--- config.mk ---
export PLATFORM = sky130hd
export DESIGN_NAME = salru_mod
export DESIGN_NICKNAME = d
export VERILOG_FILES = /design/src/hw/rtl/set_assoc_cache_lookup_replace_unit_assert.svh /design/src/hw/rtl/salru_pkg.sv /design/src/hw/rtl/salru_mod.sv
export SDC_FILE = /design/constraint.sdc
export NUM_CORES = 1
export LEC_CHECK = 0
export ABC_AREA = 0
export BUFFER_PORTS_ARGS = -buffer_cell sky130_fd_sc_hd__buf_2
export CAP_MARGIN = 40
export CORE_MARGIN = 1.5
export CORE_UTILIZATION = 39
export DETAILED_ROUTE_END_ITERATION = 10
export PLACE_DENSITY = 0.6
export SETUP_SLACK_MARGIN = 0.05
export SYNTH_ARGS = -nofsm -noshare
export SYNTH_HDL_FRONTEND = slang
export SYNTH_SLANG_ARGS = --single-unit
--- constraint.sdc ---
create_clock -name clk_i -period 14.4 [get_ports clk_i]
set_input_delay 4.32 -clock clk_i [delete_from_list [all_inputs] [get_ports clk_i]]
set_output_delay 4.32 -clock clk_i [all_outputs]
set_load 0.01 [all_outputs]
--- src/hw/rtl/set_assoc_cache_lookup_replace_unit_assert.svh ---
// Assertion macros shared by the cache lookup RTL.
`ifndef SET_ASSOC_CACHE_LOOKUP_REPLACE_UNIT_ASSERT_SVH
`define SET_ASSOC_CACHE_LOOKUP_REPLACE_UNIT_ASSERT_SVH

// Same-cycle implication, disabled during reset.
`define SALRU_ASSERT_NOW(lbl, clk, rstn, prop, msg) \
  lbl: assert property (@(posedge clk) disable iff (!rstn) prop) else $error(msg);

// Next-cycle implication, disabled during reset.
`define SALRU_ASSERT_NEXT(lbl, clk, rstn, pre, post, msg) \
  lbl: assert property (@(posedge clk) disable iff (!rstn) (pre) |=> (post)) else $error(msg);

`endif

--- src/hw/rtl/salru_pkg.sv ---
// ----------------------------------------------------------------------------
// salru_pkg
// Shared types and constants of the set-associative cache lookup unit.
// ----------------------------------------------------------------------------
package salru_pkg;

  localparam int unsigned TAG_W   = 32;
  localparam int unsigned STAMP_W = 64;
  localparam int unsigned CNT_W   = 64;

  localparam logic [31:0] LFSR_TAPS = 32'h8020_0003;
  localparam logic [31:0] LFSR_SEED = 32'h0000_0001;

  localparam int unsigned MOD_BITS_PER_STEP = 4;
  localparam logic [2:0]  MOD_LAST_STEP     = 3'd7;

  localparam logic [1:0] CFG_OFFSET = 2'd0;
  localparam logic [1:0] CFG_INDEX  = 2'd1;
  localparam logic [1:0] CFG_WAYS   = 2'd2;
  localparam logic [1:0] CFG_POLICY = 2'd3;

  localparam logic [1:0] POL_RANDOM = 2'd0;
  localparam logic [1:0] POL_FIFO   = 2'd1;
  localparam logic [1:0] POL_LRU    = 2'd2;

  localparam logic [4:0] RST_OFFSET = 5'd4;
  localparam logic [3:0] RST_INDEX  = 4'd8;
  localparam logic [3:0] RST_WAYS   = 4'd8;
  localparam logic [1:0] RST_POLICY = POL_LRU;

  typedef enum logic [2:0] {
    S_CLEAR,
    S_IDLE,
    S_SETMOD,
    S_LOOK,
    S_SCAN,
    S_VICMOD,
    S_WRITE
  } state_e;

endpackage

--- src/hw/rtl/salru_mod.sv ---
// ----------------------------------------------------------------------------
// salru_mod
// Iterative remainder unit: 32-bit value modulo a narrow divisor, four
// bits per cycle.
// ----------------------------------------------------------------------------
module salru_mod #(
  parameter int unsigned DIV_W = 9
) (
  input  logic             clk_i,
  input  logic             rst_ni,
  input  logic             start_i,
  input  logic [31:0]      value_i,
  input  logic [DIV_W-1:0] div_i,
  output logic             done_o,
  output logic [DIV_W-1:0] rem_o
);
  import salru_pkg::*;

  logic             run_q;
  logic [2:0]       cnt_q;
  logic [31:0]      val_q;
  logic [DIV_W-1:0] div_q;
  logic [DIV_W-1:0] rem_q;
  logic [DIV_W-1:0] rem_d;

  always_comb begin
    logic [DIV_W:0] r2;
    rem_d = rem_q;
    for (int k = 0; k < MOD_BITS_PER_STEP; k++) begin
      r2 = {rem_d, val_q[31-k]};
      if (r2 >= {1'b0, div_q}) begin
        r2 = r2 - {1'b0, div_q};
      end
      rem_d = r2[DIV_W-1:0];
    end
  end

  always_ff @(posedge clk_i or negedge rst_ni) begin
    if (!rst_ni) begin
      run_q <= 1'b0;
      cnt_q <= '0;
    end else if (start_i) begin
      run_q <= 1'b1;
      cnt_q <= '0;
    end else if (run_q) begin
      cnt_q <= cnt_q + 3'd1;
      if (cnt_q == MOD_LAST_STEP) begin
        run_q <= 1'b0;
      end
    end
  end

  always_ff @(posedge clk_i) begin
    if (start_i) begin
      val_q <= value_i;
      div_q <= div_i;
      rem_q <= '0;
    end else if (run_q) begin
      val_q <= val_q << MOD_BITS_PER_STEP;
      rem_q <= rem_d;
    end
  end

  assign done_o = run_q && (cnt_q == MOD_LAST_STEP);
  assign rem_o  = rem_d;

endmodule

==> summary.txt <==
Floorplanning
  • Die area: roughly 0.012 mm2
  • Die W: around 110 um
  • Die Ht: about 110 um
  • Ports: 54
  • Initial Util: between 30% and 40%
  • Core area: 0.0108 mm2
  • Row count: 38

Yosys
  • Yosys top cell by area: edfxtp_1
  • Mapped Area: about 0.0043 mm2
  • Synth cell count leaders: 41 x edfxtp_1, 38 x ha_1, 36 x mux2_2
  • Async SR Flop Fraction: 7.41%
  • Synth Flop Type: edfxtp_1
  • Mean Syn Cell Area: 10.1 um2
  • Most area-consuming cells after synthesis: edfxtp_1 29%, ha_1 11%, mux2_2 9.4%
  • Yosys warns: 0
  • Post-synthesis cell count: around 430
  • Area share of the largest cell type after synthesis: around 29%
  • Syn nets: between 500 and 600
  • Most common cell in the netlist: edfxtp_1
  • Unique masters post-synth: between 60 and 70
  • Sequential fraction of the synthesis area: about a third
  • Seq cells post-synth: 54
  • Number of synthesized flops with an enable pin: just over 40

Global route
  • GRT Total Usage: 19.9%
  • Initial antenna violation count: 0
  • GR Util met3: ~3.6%
  • Vias in the first global route: roughly 3600
  • Pin count of the biggest net entering global routing: 51
  • M1 GR Usage: around a quarter
  • First-pass GRT wire length: ~18000 um
  • Global Route met2 Usage: between 30% and 40%
  • Busiest layer in global routing: met2
  • Grt ovf: 0

Setup path
  • Slowest CP cell: o21bai_1
  • RR Endpoint: rem_q[8]
  • Req. time, crit path: between 10 and 15 ns
  • Max FO, Critical Path: 12
  • Crit Path Category: register to output port
  • Worst reg2reg path depth: 29
  • Cell mode on critical path: o21ai_0
  • CP startpoint kind: register
  • Buf/Inv on CP: 2
  • Crit. path cell count: 30
  • Slowest cell delay on critical path: approximately 0.67 ns
  • Reg2Reg Launch Point: div_q[1]
  • R2r setup slk: 5.71 ns
  • Delay-heaviest family, CP: compound AO/OA/AOI/OAI gates
  • CP Capture Type: output port
  • Critical path arrival: approximately 9.0 ns

Clocking
  • H-tree depth: 2
  • CTS resizes: 0
  • CTS tree: done
  • Worst skew pair latency: 0.32 ns
  • CTS Root Cell: clkbuf_8
  • # hold bufs at CTS: 0
  • TritonCTS buffer count: 5
  • Sink Count: 54
  • Post-CTS Setup Repair Bufs: 0
  • CTS max path bufs: 2
  • Clock slew at reported path FFs: between 0.1 and 0.15 ns

Drt
  • Avg WL per Cell: around 18 um
  • Routed WL: approximately 11000 um
  • Initial drt markers: roughly 240
  • Initial DRT Pass Iterations: 5
  • ANT nets after route: 0
  • Via count: roughly 3500
  • Vias per inst: approximately 5.7
  • Post-route DRC: 0

Place
  • Port bufs: 53
  • Post-DP HPWL: 8450 um
  • DP Cell Count: a little over 600
  • GPL Wtd Cong: between 0.9 and 1

Timing
  • Final Cycle Share: 92.4%
  • RSZ-0062 raised after global routing: false
  • Setup Viol. Count Final: 0
  • Endpoints failing hold: 0
  • Slew @ Worst Pin: between 0.8 and 0.9 ns
  • Setup_tns: 0 ns
  • Skew final: between 0.01 and 0.015 ns
  • Slew headroom: 44.8%
  • Min cycle time layout: roughly 13 ns
  • Final Max Slew Viols: 0
  • FMAX: ~75 MHz

Min path
  • Hold Crit Endpoint: cnt_q[1]
  • Hold Startpoint: cnt_q[1]
  • Tightest Hold Check Type: register to register
  • Hold path depth: 2

Finish
  • Finished Core Util: 44.5%
  • Layout Cells excl Fill: between 600 and 700
  • Fillers: roughly 1000
  • Share of cells above drive strength 1: 23.1%
  • Nets: ~560
  • ANT cells: 0
  • Area delta synth->final: 11.8%

Run status
  • Status: complete, no violations

Run
  • Maxcap violations: 0
-- cells in the final DEF (no fill, tap or decap), types with 3 or more instances in the layout --
cell	count
nand3b_1	3
a21o_1	10
nand2_1	24
a21oi_1	23
fa_1	4
and2_1	7
o221ai_1	3
buf_2	53
nor2_1	28
xnor2_1	15
dfxtp_1	9
and3_1	4
mux2_2	36
o211a_1	3
edfxtp_1	41
nand3_1	10
xor2_1	7
or3_1	3
inv_1	28
clkbuf_8	5
mux2i_1	8
o21a_1	7
o211ai_1	5
dfrtp_1	4
nor3_1	12
o21ai_0	18
ha_1	38
nand4_1	6
a311oi_1	4
nor2b_1	4
nand2b_1	4
o22ai_1	3
a211oi_1	4
a2111oi_0	4
-- stage by stage --
stage | hold slack, ns | area (um2) | worst slack [ns]
after global placement | 0.508 | 4680 | 1.76
after detailed placement | 0.520 | 4680 | 1.51
after CTS | 0.535 | 4800 | 1.11
after global routing | 0.576 | 4800 | 0.323
after floorplan | 0.473 | 4290 | 3.03
final | 0.540 | 4800 | 1.10
-- layout make-up --
cell class	count	area, um2	area share [%]
multi-input combinational	331	2610	54.3
sequential	54	1510	31.5
timing repair buffer	55	280	5.84
tap	140	175	3.65
inverter	29	109	2.27
clock buffer	5	68.8	1.43
clock inverter	3	48.8	1.02
-- state kept, by name, indices dropped and copies added (netlist names) --
register and cells:
cnt_q 3, div_q 9, rem_q 9, run_q 1, val_q 32
-- logic make-up after synthesis --
family | share of synthesized area, %
AO/OA/AOI/OAI | 18.0
multiplexers | 11.6
XOR/XNOR | 4.49
buffers and inverters | 4.05
AND/OR/NAND/NOR | 13.7
adder cells (fa/ha/maj) | 12.9
flip-flops | 35.2
-- routing by layer --
| metal | vias up | wire length (um) |
|---|---|---|
| met5 | - | 0 |
| met4 | 0 | 324 |
| met3 | 21 | 754 |
| met2 | 127 | 5120 |
| met1 | 1663 | 4730 |
| li1 | 1703 | - |
-- worst register-to-register path, delay by kind of cell (launching register included) --
kind                       cells  cell delay [ns]
buffers and inverters          1             0.33
adders and majority gates      4             1.48
and+or+nand+nor                5             1.13
AOI/OAI and AO/OA             18             4.77
DFF                            1             0.43
muxes                          1             0.45
-- worst max path at each step --
| stage | from | slack (ns) | end |
|---|---|---|---|
| floorplan | val_q[31] | 3.03 | rem_o[8] |
| global placement | div_q[1] | 1.76 | rem_o[8] |
| detailed placement | div_q[1] | 1.51 | rem_o[8] |
| CTS | div_q[1] | 1.11 | rem_o[8] |
| global route | div_q[1] | 0.32 | rem_o[8] |
| finish | div_q[1] | 1.10 | rem_o[6] |
Power is not shown: default switching activity piles up to over one toggle a cycle in this logic, so the estimate is an artifact.
